## src/hdl/hfua_pkg.sv

```systemverilog
// Shared types and constants for the H.264 FU-A packetizer.
package hfua_pkg;

    localparam int PL_W = 11;

    localparam logic [PL_W-1:0] CAP_MIN   = 11'd16;
    localparam logic [PL_W-1:0] CAP_MAX   = 11'd1460;
    localparam logic [PL_W-1:0] CAP_RESET = 11'd1420;
    localparam logic [PL_W-1:0] FU_BYTES  = 11'd2;

    localparam logic [7:0] NRI_F_MASK = 8'hE0;
    localparam logic [7:0] TYPE_FUA   = 8'd28;
    localparam logic [7:0] FU_S_BIT   = 8'h80;
    localparam logic [7:0] FU_E_BIT   = 8'h40;
    localparam logic [7:0] TYPE_MASK  = 8'h1F;

    localparam int QDEPTH = 4;
    localparam int QPTR_W = 2;
    localparam int QCNT_W = 3;

    typedef struct packed {
        logic [7:0]      data;
        logic            prefix;
        logic [7:0]      fu_ind;
        logic [7:0]      fu_hdr;
        logic            pkt_start;
        logic            pkt_end;
        logic            mark;
        logic [PL_W-1:0] pkt_len;
        logic [31:0]     stamp;
        logic            channel;
        logic [3:0]      kind;
    } t_entry;

endpackage

```

## src/hdl/hfua_front.sv

```systemverilog
// Front end: takes NAL bytes, tracks packet and fragment state, queues output work.
module hfua_front #(
    parameter int LENGTH_BITS = 24
) (
    input  logic                   i_clk,
    input  logic                   i_rst_n,
    input  logic                   i_cfg_we,
    input  logic [10:0]            i_cfg_wdata,
    input  logic                   i_accept,
    input  logic [7:0]             i_nal_byte,
    input  logic                   i_first,
    input  logic [LENGTH_BITS-1:0] i_frame_length,
    input  logic [31:0]            i_frame_time,
    input  logic                   i_channel,
    input  logic [3:0]             i_kind,
    output logic                   o_push,
    output hfua_pkg::t_entry       o_entry
);
    import hfua_pkg::*;

    logic [PL_W-1:0]        r_cap, r_chunk;
    logic                   r_frag, n_frag;
    logic [LENGTH_BITS-1:0] r_rem, n_rem;
    logic [PL_W-1:0]        r_left, n_left;
    logic [PL_W-1:0]        r_pkt_len, n_pkt_len;
    logic [7:0]             r_fu_ind, n_fu_ind;
    logic [4:0]             r_nal_type, n_nal_type;
    logic                   r_first_frag, n_first_frag;
    logic [31:0]            r_stamp, n_stamp;
    logic                   r_channel, n_channel;
    logic [3:0]             r_kind, n_kind;

    logic [LENGTH_BITS-1:0] len;
    logic                   fits;
    logic                   rem_gt;
    logic [PL_W-1:0]        cnt;
    logic [PL_W-1:0]        sat_cap;

    always_comb begin
        if (i_cfg_wdata < CAP_MIN) begin
            sat_cap = CAP_MIN;
        end else if (i_cfg_wdata > CAP_MAX) begin
            sat_cap = CAP_MAX;
        end else begin
            sat_cap = i_cfg_wdata;
        end
    end

    assign len    = (i_frame_length == '0) ? LENGTH_BITS'(1) : i_frame_length;
    assign fits   = len <= LENGTH_BITS'(r_cap);
    assign rem_gt = r_rem > LENGTH_BITS'(r_chunk);
    assign cnt    = rem_gt ? r_chunk : r_rem[PL_W-1:0];

    always_comb begin
        n_frag       = r_frag;
        n_rem        = r_rem;
        n_left       = r_left;
        n_pkt_len    = r_pkt_len;
        n_fu_ind     = r_fu_ind;
        n_nal_type   = r_nal_type;
        n_first_frag = r_first_frag;
        n_stamp      = r_stamp;
        n_channel    = r_channel;
        n_kind       = r_kind;
        o_push       = 1'b0;
        o_entry.data      = i_nal_byte;
        o_entry.prefix    = 1'b0;
        o_entry.fu_ind    = r_fu_ind;
        o_entry.fu_hdr    = '0;
        o_entry.pkt_start = 1'b0;
        o_entry.pkt_end   = 1'b0;
        o_entry.mark      = 1'b0;
        o_entry.pkt_len   = r_pkt_len;
        o_entry.stamp     = r_stamp;
        o_entry.channel   = r_channel;
        o_entry.kind      = r_kind;
        if (i_accept) begin
            if (i_first) begin
                n_stamp      = i_frame_time;
                n_channel    = i_channel;
                n_kind       = i_kind;
                n_first_frag = 1'b1;
                n_rem        = len - LENGTH_BITS'(1);
                if (fits) begin
                    n_frag            = 1'b0;
                    n_left            = len[PL_W-1:0] - PL_W'(1);
                    n_pkt_len         = len[PL_W-1:0];
                    o_push            = 1'b1;
                    o_entry.pkt_start = 1'b1;
                    o_entry.pkt_end   = (len == LENGTH_BITS'(1));
                    o_entry.mark      = 1'b1;
                    o_entry.pkt_len   = len[PL_W-1:0];
                    o_entry.stamp     = i_frame_time;
                    o_entry.channel   = i_channel;
                    o_entry.kind      = i_kind;
                end else begin
                    n_frag     = 1'b1;
                    n_fu_ind   = (i_nal_byte & NRI_F_MASK) | TYPE_FUA;
                    n_nal_type = i_nal_byte[4:0];
                    n_left     = '0;
                end
            end else if (r_rem != '0) begin
                o_push = 1'b1;
                n_rem  = r_rem - LENGTH_BITS'(1);
                if (r_frag && r_left == '0) begin
                    o_entry.prefix  = 1'b1;
                    o_entry.fu_hdr  = ({3'b000, r_nal_type} & TYPE_MASK)
                                    | (r_first_frag ? FU_S_BIT : 8'h00)
                                    | (rem_gt ? 8'h00 : FU_E_BIT);
                    o_entry.mark    = !rem_gt;
                    o_entry.pkt_end = (cnt == PL_W'(1));
                    o_entry.pkt_len = cnt + FU_BYTES;
                    n_pkt_len       = cnt + FU_BYTES;
                    n_left          = cnt - PL_W'(1);
                    n_first_frag    = 1'b0;
                end else begin
                    o_entry.mark      = r_frag ? (r_rem == LENGTH_BITS'(r_left)) : 1'b1;
                    o_entry.pkt_start = !r_frag && (r_left == r_pkt_len);
                    o_entry.pkt_end   = (r_left == PL_W'(1));
                    n_left            = r_left - PL_W'(1);
                end
            end
        end
    end

    always_ff @(posedge i_clk) begin
        if (!i_rst_n) begin
            r_cap        <= CAP_RESET;
            r_chunk      <= CAP_RESET - FU_BYTES;
            r_frag       <= 1'b0;
            r_rem        <= '0;
            r_left       <= '0;
            r_pkt_len    <= '0;
            r_fu_ind     <= '0;
            r_nal_type   <= '0;
            r_first_frag <= 1'b1;
            r_stamp      <= '0;
            r_channel    <= 1'b0;
            r_kind       <= '0;
        end else begin
            if (i_cfg_we) begin
                r_cap   <= sat_cap;
                r_chunk <= sat_cap - FU_BYTES;
            end
            r_frag       <= n_frag;
            r_rem        <= n_rem;
            r_left       <= n_left;
            r_pkt_len    <= n_pkt_len;
            r_fu_ind     <= n_fu_ind;
            r_nal_type   <= n_nal_type;
            r_first_frag <= n_first_frag;
            r_stamp      <= n_stamp;
            r_channel    <= n_channel;
            r_kind       <= n_kind;
        end
    end

    a_single_counts_agree: assert property (@(posedge i_clk) disable iff (!i_rst_n)
        !r_frag |-> (r_rem == LENGTH_BITS'(r_left)))
        else $error("single-packet byte counters diverged");

endmodule

```

## src/hdl/hfua_queue.sv

```systemverilog
// Short work queue between the front end and the byte emitter.
module hfua_queue (
    input  logic             i_clk,
    input  logic             i_rst_n,
    input  logic             i_push,
    input  hfua_pkg::t_entry i_entry,
    input  logic             i_pop,
    output logic             o_valid,
    output logic             o_full,
    output hfua_pkg::t_entry o_entry
);
    import hfua_pkg::*;

    t_entry              r_mem [QDEPTH];
    logic [QPTR_W-1:0]   r_wr_ptr, r_rd_ptr;
    logic [QCNT_W-1:0]   r_count;

    assign o_valid = (r_count != '0);
    assign o_full  = (r_count == QCNT_W'(QDEPTH));
    assign o_entry = r_mem[r_rd_ptr];

    always_ff @(posedge i_clk) begin
        if (i_push) begin
            r_mem[r_wr_ptr] <= i_entry;
        end
    end

    always_ff @(posedge i_clk) begin
        if (!i_rst_n) begin
            r_wr_ptr <= '0;
            r_rd_ptr <= '0;
            r_count  <= '0;
        end else begin
            if (i_push) begin
                r_wr_ptr <= r_wr_ptr + QPTR_W'(1);
            end
            if (i_pop) begin
                r_rd_ptr <= r_rd_ptr + QPTR_W'(1);
            end
            case ({i_push, i_pop})
                2'b10:   r_count <= r_count + QCNT_W'(1);
                2'b01:   r_count <= r_count - QCNT_W'(1);
                default: r_count <= r_count;
            endcase
        end
    end

    a_no_push_full: assert property (@(posedge i_clk) disable iff (!i_rst_n)
        i_push |-> !o_full)
        else $error("push into full queue");

    a_no_pop_empty: assert property (@(posedge i_clk) disable iff (!i_rst_n)
        i_pop |-> o_valid)
        else $error("pop from empty queue");

endmodule

```

## src/hdl/hfua_back.sv

```systemverilog
// Back end: expands queued work into payload beats behind an output register.
module hfua_back (
    input  logic             i_clk,
    input  logic             i_rst_n,
    input  logic             i_valid,
    input  hfua_pkg::t_entry i_entry,
    output logic             o_pop,
    output logic             o_tvalid,
    input  logic             i_tready,
    output logic [55:0]      o_tdata,
    output logic [7:0]       o_tuser,
    output logic             o_tlast
);
    import hfua_pkg::*;

    localparam logic [1:0] PH_IND  = 2'd0;
    localparam logic [1:0] PH_HDR  = 2'd1;
    localparam logic [1:0] PH_DATA = 2'd2;

    logic [1:0]      r_phase, n_phase;
    logic            r_valid;
    logic [7:0]      r_byte, n_byte;
    logic            r_start, n_start;
    logic            r_end, n_end;
    logic            r_last, n_last;
    logic            r_mark;
    logic [PL_W-1:0] r_pkt_len;
    logic [31:0]     r_stamp;
    logic            r_channel;
    logic [3:0]      r_kind;
    logic            load;

    assign load = i_valid && (!r_valid || i_tready);

    always_comb begin
        n_phase = PH_IND;
        n_byte  = i_entry.data;
        n_start = i_entry.pkt_start;
        n_end   = i_entry.pkt_end;
        n_last  = 1'b1;
        o_pop   = load;
        if (i_entry.prefix) begin
            case (r_phase)
                PH_IND: begin
                    n_phase = PH_HDR;
                    n_byte  = i_entry.fu_ind;
                    n_start = 1'b1;
                    n_end   = 1'b0;
                    n_last  = 1'b0;
                    o_pop   = 1'b0;
                end
                PH_HDR: begin
                    n_phase = PH_DATA;
                    n_byte  = i_entry.fu_hdr;
                    n_start = 1'b0;
                    n_end   = 1'b0;
                    n_last  = 1'b0;
                    o_pop   = 1'b0;
                end
                default: begin
                    n_phase = PH_IND;
                end
            endcase
        end
    end

    always_ff @(posedge i_clk) begin
        if (!i_rst_n) begin
            r_phase <= PH_IND;
            r_valid <= 1'b0;
        end else begin
            if (load) begin
                r_phase <= n_phase;
                r_valid <= 1'b1;
            end else if (i_tready) begin
                r_valid <= 1'b0;
            end
        end
    end

    always_ff @(posedge i_clk) begin
        if (load) begin
            r_byte    <= n_byte;
            r_start   <= n_start;
            r_end     <= n_end;
            r_last    <= n_last;
            r_mark    <= i_entry.mark;
            r_pkt_len <= i_entry.pkt_len;
            r_stamp   <= i_entry.stamp;
            r_channel <= i_entry.channel;
            r_kind    <= i_entry.kind;
        end
    end

    assign o_tvalid = r_valid;
    assign o_tdata  = {5'b00000, r_stamp, r_pkt_len, r_byte};
    assign o_tuser  = {r_kind, r_channel, r_mark, r_end, r_start};
    assign o_tlast  = r_last;

    a_phase_needs_prefix: assert property (@(posedge i_clk) disable iff (!i_rst_n)
        (r_phase != PH_IND) |-> (i_valid && i_entry.prefix))
        else $error("FU expansion in progress without a fragment-start entry");

endmodule

```

## src/hdl/h264_fua_rtp_packetizer_top.sv

```systemverilog
// H.264 RTP packetizer (single NAL unit or FU-A fragments), payload bytes only.
// An accepted beat is queued, then loaded into the output register that drives m_axis.
// Throughput: one input beat per cycle while the queue has room; the first data byte
// of each fragment emits three beats, so once the 4-entry queue fills the input stalls
// (the header byte of a fragmented NAL emits nothing).
// Reset: synchronous active-low; max_payload returns to 1420 and all NAL state clears.
module h264_fua_rtp_packetizer_top #(
    parameter  int LENGTH_BITS = 24,
    localparam int IN_DW       = ((40 + LENGTH_BITS + 7) / 8) * 8
) (
    input  logic             i_clk,
    input  logic             i_rst_n,
    input  logic             i_cfg_we,
    input  logic [10:0]      i_cfg_wdata,
    input  logic             s_axis_tvalid,
    output logic             s_axis_tready,
    // nal_byte, frame_length, frame_time, zero pad
    input  logic [IN_DW-1:0] s_axis_tdata,
    // first_of_frame, channel_id, frame_kind
    input  logic [5:0]       s_axis_tuser,
    input  logic             s_axis_tlast,
    output logic             m_axis_tvalid,
    input  logic             m_axis_tready,
    // payload_byte, packet_bytes, stamp, zero pad
    output logic [55:0]      m_axis_tdata,
    // packet_start, packet_end, marker, channel_out, kind_out
    output logic [7:0]       m_axis_tuser,
    output logic             m_axis_tlast
);
    import hfua_pkg::*;

    logic   accept;
    logic   push;
    logic   pop;
    logic   q_valid;
    logic   q_full;
    t_entry push_entry;
    t_entry head_entry;

    assign s_axis_tready = !q_full;
    assign accept        = s_axis_tvalid && !q_full;

    hfua_front #(
        .LENGTH_BITS (LENGTH_BITS)
    ) u_front (
        .i_clk          (i_clk),
        .i_rst_n        (i_rst_n),
        .i_cfg_we       (i_cfg_we),
        .i_cfg_wdata    (i_cfg_wdata),
        .i_accept       (accept),
        .i_nal_byte     (s_axis_tdata[7:0]),
        .i_first        (s_axis_tuser[0]),
        .i_frame_length (s_axis_tdata[8 +: LENGTH_BITS]),
        .i_frame_time   (s_axis_tdata[8 + LENGTH_BITS +: 32]),
        .i_channel      (s_axis_tuser[1]),
        .i_kind         (s_axis_tuser[5:2]),
        .o_push         (push),
        .o_entry        (push_entry)
    );

    hfua_queue u_queue (
        .i_clk   (i_clk),
        .i_rst_n (i_rst_n),
        .i_push  (push),
        .i_entry (push_entry),
        .i_pop   (pop),
        .o_valid (q_valid),
        .o_full  (q_full),
        .o_entry (head_entry)
    );

    hfua_back u_back (
        .i_clk    (i_clk),
        .i_rst_n  (i_rst_n),
        .i_valid  (q_valid),
        .i_entry  (head_entry),
        .o_pop    (pop),
        .o_tvalid (m_axis_tvalid),
        .i_tready (m_axis_tready),
        .o_tdata  (m_axis_tdata),
        .o_tuser  (m_axis_tuser),
        .o_tlast  (m_axis_tlast)
    );

endmodule

```

## config.mk

```make
export PLATFORM = sky130hd
export DESIGN_NAME = h264_fua_rtp_packetizer_top
export DESIGN_NICKNAME = d
export VERILOG_FILES = /design/src/hdl/hfua_pkg.sv /design/src/hdl/hfua_front.sv /design/src/hdl/hfua_queue.sv /design/src/hdl/hfua_back.sv /design/src/hdl/h264_fua_rtp_packetizer_top.sv
export SDC_FILE = /design/constraint.sdc
export NUM_CORES = 1
export LEC_CHECK = 0
export ABC_AREA = 1
export BUFFER_PORTS_ARGS = -buffer_cell sky130_fd_sc_hd__buf_4
export CORE_MARGIN = 4
export CORE_UTILIZATION = 50
export DETAILED_ROUTE_END_ITERATION = 10
export GPL_TIMING_DRIVEN = 1
export PLACE_DENSITY = 0.68
export SYNTH_ARGS = -nofsm -noshare
export SYNTH_HDL_FRONTEND = slang
export SYNTH_SLANG_ARGS = --single-unit
```

## constraint.sdc

```tcl
create_clock -name i_clk -period 6.6 [get_ports i_clk]
set_clock_uncertainty 0.05 [all_clocks]
set_input_delay 0.66 -clock i_clk [delete_from_list [all_inputs] [get_ports i_clk]]
set_output_delay 0.66 -clock i_clk [all_outputs]
set_load 0.01 [all_outputs]
```

Word-level counts from Yosys, hierarchy flattened
Memory sizes are Yosys's and may differ from the RTL's. A register that Yosys moved wholly into a read port is not among the register bits.
Index checks and enable logic that the tools add are counted.
- flip-flop bits (word level): 188
- latch bits: 0
- RAM bits: 296
- memory bits (read-only): 0
- input bits: 87
- output and inout bits: 67
- word-level logic and storage cells: 135
- memories kept: 1
- add/sub/neg operators: 11
- multiply operators: 0
- div/mod/pow operators: 0
- order comparisons: 4
- eq/ne operators: 10
- shifts and indexed selects: 0
- mux-type cells: 56
- bitwise logic cells: 3
- reduce and logical (&&, ||, !) cells: 24
- memories (name ; words ; bits a word ; read ports ; clocked after memory_dff ; write ports ; RTL line ; RTL):
    u_queue.r_mem ; 4 ; 74 ; 1 ; 1 ; 1 ; hfua_queue.sv:14 ; t_entry r_mem [QDEPTH];
- operators with widths (kind ; number):
    two-way mux 11 bit ; 11
    two-way mux 24 bit ; 3
    two-way mux 59 bit ; 1
    two-way mux 51 bit ; 1
    subtractor 24 x 1 -> 24 bit, second input constant ; 2
    two-way mux 37 bit ; 1
    subtractor 11 x 1 -> 11 bit, second input constant ; 3
    two-way mux 8 bit ; 4
    equality test 24 x 1 -> 1 bit, second input constant ; 1
    equality test 24 x 11 -> 1 bit ; 1
    > comparator 24 x 11 -> 1 bit ; 1
    <= comparator 24 x 11 -> 1 bit ; 1
    logical NOT 24 bit ; 1
    two-way mux 1 bit ; 24
    nonzero test 24 bit ; 1
    equality test 11 x 1 -> 1 bit, second input constant ; 2
    two-way mux 22 bit ; 1
    one-hot mux 8 bit (2 select lines) ; 1
    two-way mux 14 bit ; 1
    adder 11 x 2 -> 11 bit, second input constant ; 1
    equality test 11 bit ; 1
    > comparator 11 bit, second input constant ; 1
    logical NOT 11 bit ; 1
    < comparator 11 x 5 -> 1 bit, second input constant ; 1
    other kinds (25) ; 42

Logic depth before layout (Yosys ltp)
- word-level depth: 8
- mapped depth: 27

Hierarchy
Synthesis repeated with hierarchy kept, for this count alone.
- cell total of the unflattened synthesis: 2323
- area total of the unflattened synthesis: 22794.4 um2
- by module, submodules not included (module ; times used ; cells an instance ; area each (um2) ; sequential area each (um2)):
    hfua_queue ; 1 ; 794 ; 11840.1 ; 9308.9
    hfua_front ; 1 ; 1393 ; 8734.6 ; 2302.2
    hfua_back ; 1 ; 133 ; 2205.9 ; 1861.8
    h264_fua_rtp_packetizer_top ; 1 ; 3 ; 13.8 ; 0.0

Least setup slack after synthesis
OpenSTA, ideal clock, no wires.
- path type: input to register
- start: input s_axis_tdata[25]
- end: memory u_queue.r_mem[0][0] (netlist name) (enable)
- data arrival time: 5.588 ns
- setup slack: 0.461 ns
- cell stages on the path: 16
- buffers on the path: 1
- cell sequence: nor2_1 nand2_1 nor2_1 nand4_1 nand2_1 inv_1 ha_1 nand2_1 nor3_1 nand3_1 nand2_1 inv_2 nand2_1 nand2_1 buf_1 nor2_1
- longest elaborated chain between the ends: 8
- ends and longest elaborated chain (element ; RTL line ; RTL):
    from (decl) ; h264_fua_rtp_packetizer_top.sv:18 ; input logic [IN_DW-1:0] s_axis_tdata,
    logical NOT 24 bit ; hfua_front.sv:49 ; assign len = (i_frame_length == '0) ? LENGTH_BITS'(1) : i_frame_length;
    two-way mux 24 bit * ; hfua_front.sv:49 ;
    <= comparator 24 x 11 -> 1 bit * ; hfua_front.sv:50 ; assign fits = len <= LENGTH_BITS'(r_cap);
    two-way mux 1 bit * ; hfua_front.sv:84 ; if (fits) begin
    two-way mux 1 bit * ; hfua_front.sv:78 ; if (i_first) begin
    two-way mux 1 bit * ; hfua_front.sv:77 ; if (i_accept) begin
    two-way mux 1 bit * ; hfua_queue.sv:23 ; if (i_push) begin
    two-way mux 1 bit (implied by the code) * ; hfua_queue.sv:24 ; r_mem[r_wr_ptr] <= i_entry;
    to (decl) ; hfua_queue.sv:14 ;
Every way passes the cells marked *; elsewhere a longest branch is shown, timed or not.

Final worst setup path
- start: input s_axis_tdata[25]
- end: register u_queue.r_count[2]
- longest elaborated chain between the ends: 8
- elaborated cells on any way between the ends: 10
- those cells by class: order compare (1); eq/ne (2); mux (5); reduce/logical (2)
- ends and longest elaborated chain (element ; RTL line ; RTL):
    logical NOT 24 bit ; hfua_front.sv:49 ;
    two-way mux 24 bit * ; hfua_front.sv:49 ;
    <= comparator 24 x 11 -> 1 bit * ; hfua_front.sv:50 ;
    two-way mux 1 bit * ; hfua_front.sv:84 ;
    two-way mux 1 bit * ; hfua_front.sv:78 ;
    two-way mux 1 bit * ; hfua_front.sv:77 ;
    equality test 2 x 1 -> 1 bit / equality test 2 bit (equally long branches) ; hfua_queue.sv:40 ; case ({i_push, i_pop})
    one-hot mux 3 bit (2 select lines) / nonzero test 2 bit (equally long branches) ; n/a ;
    to (signal assigned) ; hfua_queue.sv:41 ; 2'b10: r_count <= r_count + QCNT_W'(1);
    to (signal assigned) ; hfua_queue.sv:42 ; 2'b01: r_count <= r_count - QCNT_W'(1);
    to (signal assigned) ; hfua_queue.sv:43 ; default: r_count <= r_count;
    to (decl) ; hfua_queue.sv:16 ; logic [QCNT_W-1:0] r_count;
Marks and branches as above.
A chain may end at the register's enable or synchronous reset.

==> impl_metrics.csv <==
group,metric,value,unit
clock_tree,cts_hold_buf,0,
place,detailed_place_hpwl,34400,um
logic_synthesis,synth_cell_types,58,
logic_synthesis,yosysWarnings,0,
clock_tree,htree_levels,2,
cells_and_area,final_util,58.1,%
worst_setup_path,cpLargestDelayFamily,"simple AND/OR/NAND/NOR gates",
logic_synthesis,ys_async_sr_fraction,0,%
worst_setup_path,cp-end-kind,"register",
cells_and_area,area_delta_synth_final,14.3,%
clock_tree,clk_latency,580,ps
cells_and_area,fillers,3493,
clock_tree,cts_tree,"done",
detailed_routing,wl_met3,3170,um
sta,fmax,227,MHz
cells_and_area,multiInputGateArea,7270,um2
worst_setup_path,crit_chain,"buf_4 > nor2_1 > nand2_1 > nor2_1 > nand4_1 > nand2_1 > inv_1 > ha_1 > inv_1 > a21oi_1 > o21ai_0 > a21oi_1 > o211ai_1 > nand2_1 > inv_2 > nand2_1 > nand2_1 > ha_1 > inv_1 > fa_1 > a21oi_1 > o21ai_0 > o21ai_0 > a21oi_1",
worst_setup_path,path_class,"primary input to register",
detailed_routing,wl_per_cell,18.7,um
clock_tree,root_buffer,"clkbuf_16",
floorplan,pin_count,154,
sta,rsz0062_at_grt,"false",
sta,setup_violations,0,
detailed_routing,wl_met2,25500,um
detailed_routing,drt_iter0_drc,1362,
place,pre_cts_ws,1630,ps
cells_and_area,drive_gt1_share,13.0,%
logic_synthesis,syn_inst,2193,
sta,worst_slew_pin_slew,1110,ps
power_and_ir_drop,power_density,364,nW/um2
logic_synthesis,yosysSeqAreaShare,60.1,%
worst_setup_path,worstPathArrival,4810,ps
cells_and_area,ff_latch_area,12900,um2
floorplan,start_util,50.8,%
logic_synthesis,synth_top_flop_cell,"edfxtp_1",
sta,tns,0,ps
worst_setup_path,cp-start-kind,"primary input",
global_routing,grt_pass1_wl,85100,um
logic_synthesis,synth_edf_count,344,
floorplan,core_area,42100,um2
clock_tree,clkSinkCount,471,
logic_synthesis,ys_seq_elements,471,
global_routing,antenna_found_initial,0,
clock_tree,path_clk_slew,60,ps
detailed_routing,drt-met1-wl,23200,um
sta,final_max_slew_viol_count,0,
sta,relSlewSlack,26.1,%
clock_tree,cts-resized-gates,0,
outcome,outcome,"finished, final reports clean",
sta,finalCritPeriodShare,66.8,%
cells_and_area,num-nets-final,2416,
clock_tree,cts_buffers,48,
worst_setup_path,critical_path_peak_fanout,15,
global_routing,overflow,0,
global_routing,grt_max_degree,109,
floorplan,die_area,46200,um2
detailed_routing,drt_drc_violations_left,0,
detailed_routing,firstDrtPassIters,7,
floorplan,die_x,215,um
cells_and_area,stdcell_area,24500,um2
cells_and_area,layout_commonest_cell,"edfxtp_1",
clock_tree,clk_path_buf_depth,3,
global_routing,grtUsageTotal,22.8,%
power_and_ir_drop,power_leakage,9.29,nW
detailed_routing,top_layer_used,"met4",
worst_setup_path,required,7000,ps
floorplan,row_count,75,
detailed_routing,wl,53700,um
cells_and_area,diodes,0,
sta,hold_viol_final,0,
worst_setup_path,crit_slowest_cell,"nand2_1",
sta,setup_slack,2190,ps
detailed_routing,ant_nets,0,
place,io_buffers,147,
cells_and_area,layout_common_cells,"edfxtp_1 (344), o21ai_0 (317), nand2_1 (282)",
global_routing,grt_pass1_vias,15713,
logic_synthesis,synth_area_per_cell,9.77,um2
place,routabilityCongestion,0.933,
hold_path,hp-class,"primary input to register",
clock_tree,postCtsSetupBuffers,0,
place,dpl_cell_area,22900,um2
worst_setup_path,crit_path_frequent_cell,"nand2_1",
sta,fin_crit,4410,ps
logic_synthesis,mappedNetlistArea,21400,um2
detailed_routing,via_per_inst,5.62,
floorplan,die_h,215,um
worst_setup_path,slowest_delay,510,ps
power_and_ir_drop,peakVddDrop,0.218,mV
job,maxCapViolCount,0,
detailed_routing,vias,16123,
power_and_ir_drop,totalPowerFinal,8.90,mW
worst_setup_path,critPathBufInv,5,
==> registers in the layout, summed over array words and instances, names as in the netlist, 5 cells and up, named ones only <==
| name | cells |
|---|---|
| u_front.r_pkt_len | 11 |
| u_front.r_left | 11 |
| u_front.r_rem | 24 |
| u_front.r_chunk | 11 |
| u_front.r_cap | 10 |
| u_queue.r_mem | 284 |
| u_back.r_byte | 8 |
| u_front.r_nal_type | 5 |
| u_back.r_stamp | 32 |
| u_front.r_stamp | 32 |
| u_back.r_pkt_len | 11 |
==> layout make-up <==
cell class	instances	area share, %
Timing Repair Buffer	167	5.22
Clock inverter	27	1.06
Inverter	210	3.23
Tap cell	539	2.76
Clock buffer	63	5.39
Sequential cell	471	52.6
Multi-Input combinational cell	1392	29.7
==> cells in the mapped netlist (7+ instances only) <==
master / instances / area [um2]
edfxtp_1: 344 / 10300
inv_2: 8 / 30.0
ha_1: 38 / 475
a31oi_1: 18 / 113
nand2_2: 10 / 62.6
a211oi_1: 7 / 52.6
nor2_2: 10 / 62.6
nand4_1: 13 / 81.3
a21oi_1: 135 / 676
o21ai_0: 317 / 1590
nor3_1: 20 / 100
inv_1: 198 / 743
xnor2_1: 14 / 123
o22ai_1: 76 / 475
nor2_1: 265 / 995
buf_4: 11 / 82.6
clkbuf_1: 96 / 360
nand2_1: 282 / 1060
xor2_1: 25 / 219
nand3_1: 79 / 395
buf_2: 10 / 50.1
dfxtp_1: 127 / 2540
a221oi_1: 8 / 70.1
o211ai_1: 11 / 82.6
==> kinds of logic after synthesis <==
family	Yosys count	synth area share, %
xor gates and xnor gates	39	1.59
adders and majority gates	39	2.31
other	1	0.0175
and+or+nand+nor	706	14.2
DFF	471	60.1
AOI/OAI and AO/OA	603	15.5
buffers and inverters	334	6.29
==> metrics by stage <==
stage / cells / hold WS [ps]
after floorplan: 2197 / 375
after global placement: 2779 / 384
after detailed placement: 2779 / 389
after CTS: 2869 / 205
after global routing: 2869 / 219
final: 2869 / 243
==> report_power, final <==
group / switching, mW / total [mW] / internal [mW]
combinational: 1.44 / 2.20 / 0.758
sequential: 0.273 / 4.02 / 3.75
clock: 1.11 / 2.68 / 1.57
total: 2.83 / 8.90 / 6.07
==> per-layer routing <==
| layer | up-vias | GRT usage (%) |
|---|---|---|
| met5 | - | 0 |
| met4 | 0 | 7.52 |
| met3 | 106 | 3.70 |
| met2 | 508 | 38.4 |
| met1 | 7698 | 30.4 |
| li1 | 7811 | - |
==> worst register-to-register path: stages (launching register included) <==
cell and delay (ps):
dfxtp_4 850, clkinv_2 660, nand2_1 190, nand3_1 80, nand2_1 170, nor2_1 80, inv_1 430, nand2_1 100
inv_1 150, ha_1 160, inv_1 70, fa_1 370, a21oi_1 140, o21ai_0 120, o21ai_0 170, a21oi_1 60
==> final timing paths <==
check / start / to / slack (ps) / cells after the start
setup / recovery: s_axis_tdata[25] / u_queue.r_count[2]$_SDFFE_PN0P_ / 2190 / 24
setup reg to reg: register / u_queue.r_count[2]$_SDFFE_PN0P_ / 2640 / 15
hold reg to reg: u_front.r_stamp[10]$_SDFFE_PN0P_ / u_front.r_stamp[10]$_SDFFE_PN0P_ / 400 / 2
hold / removal: s_axis_tdata[0] / u_queue.r_mem[1][66]$_DFFE_PP_ / 240 / 1
No activity file was read; power rests on OpenSTA's default activity.
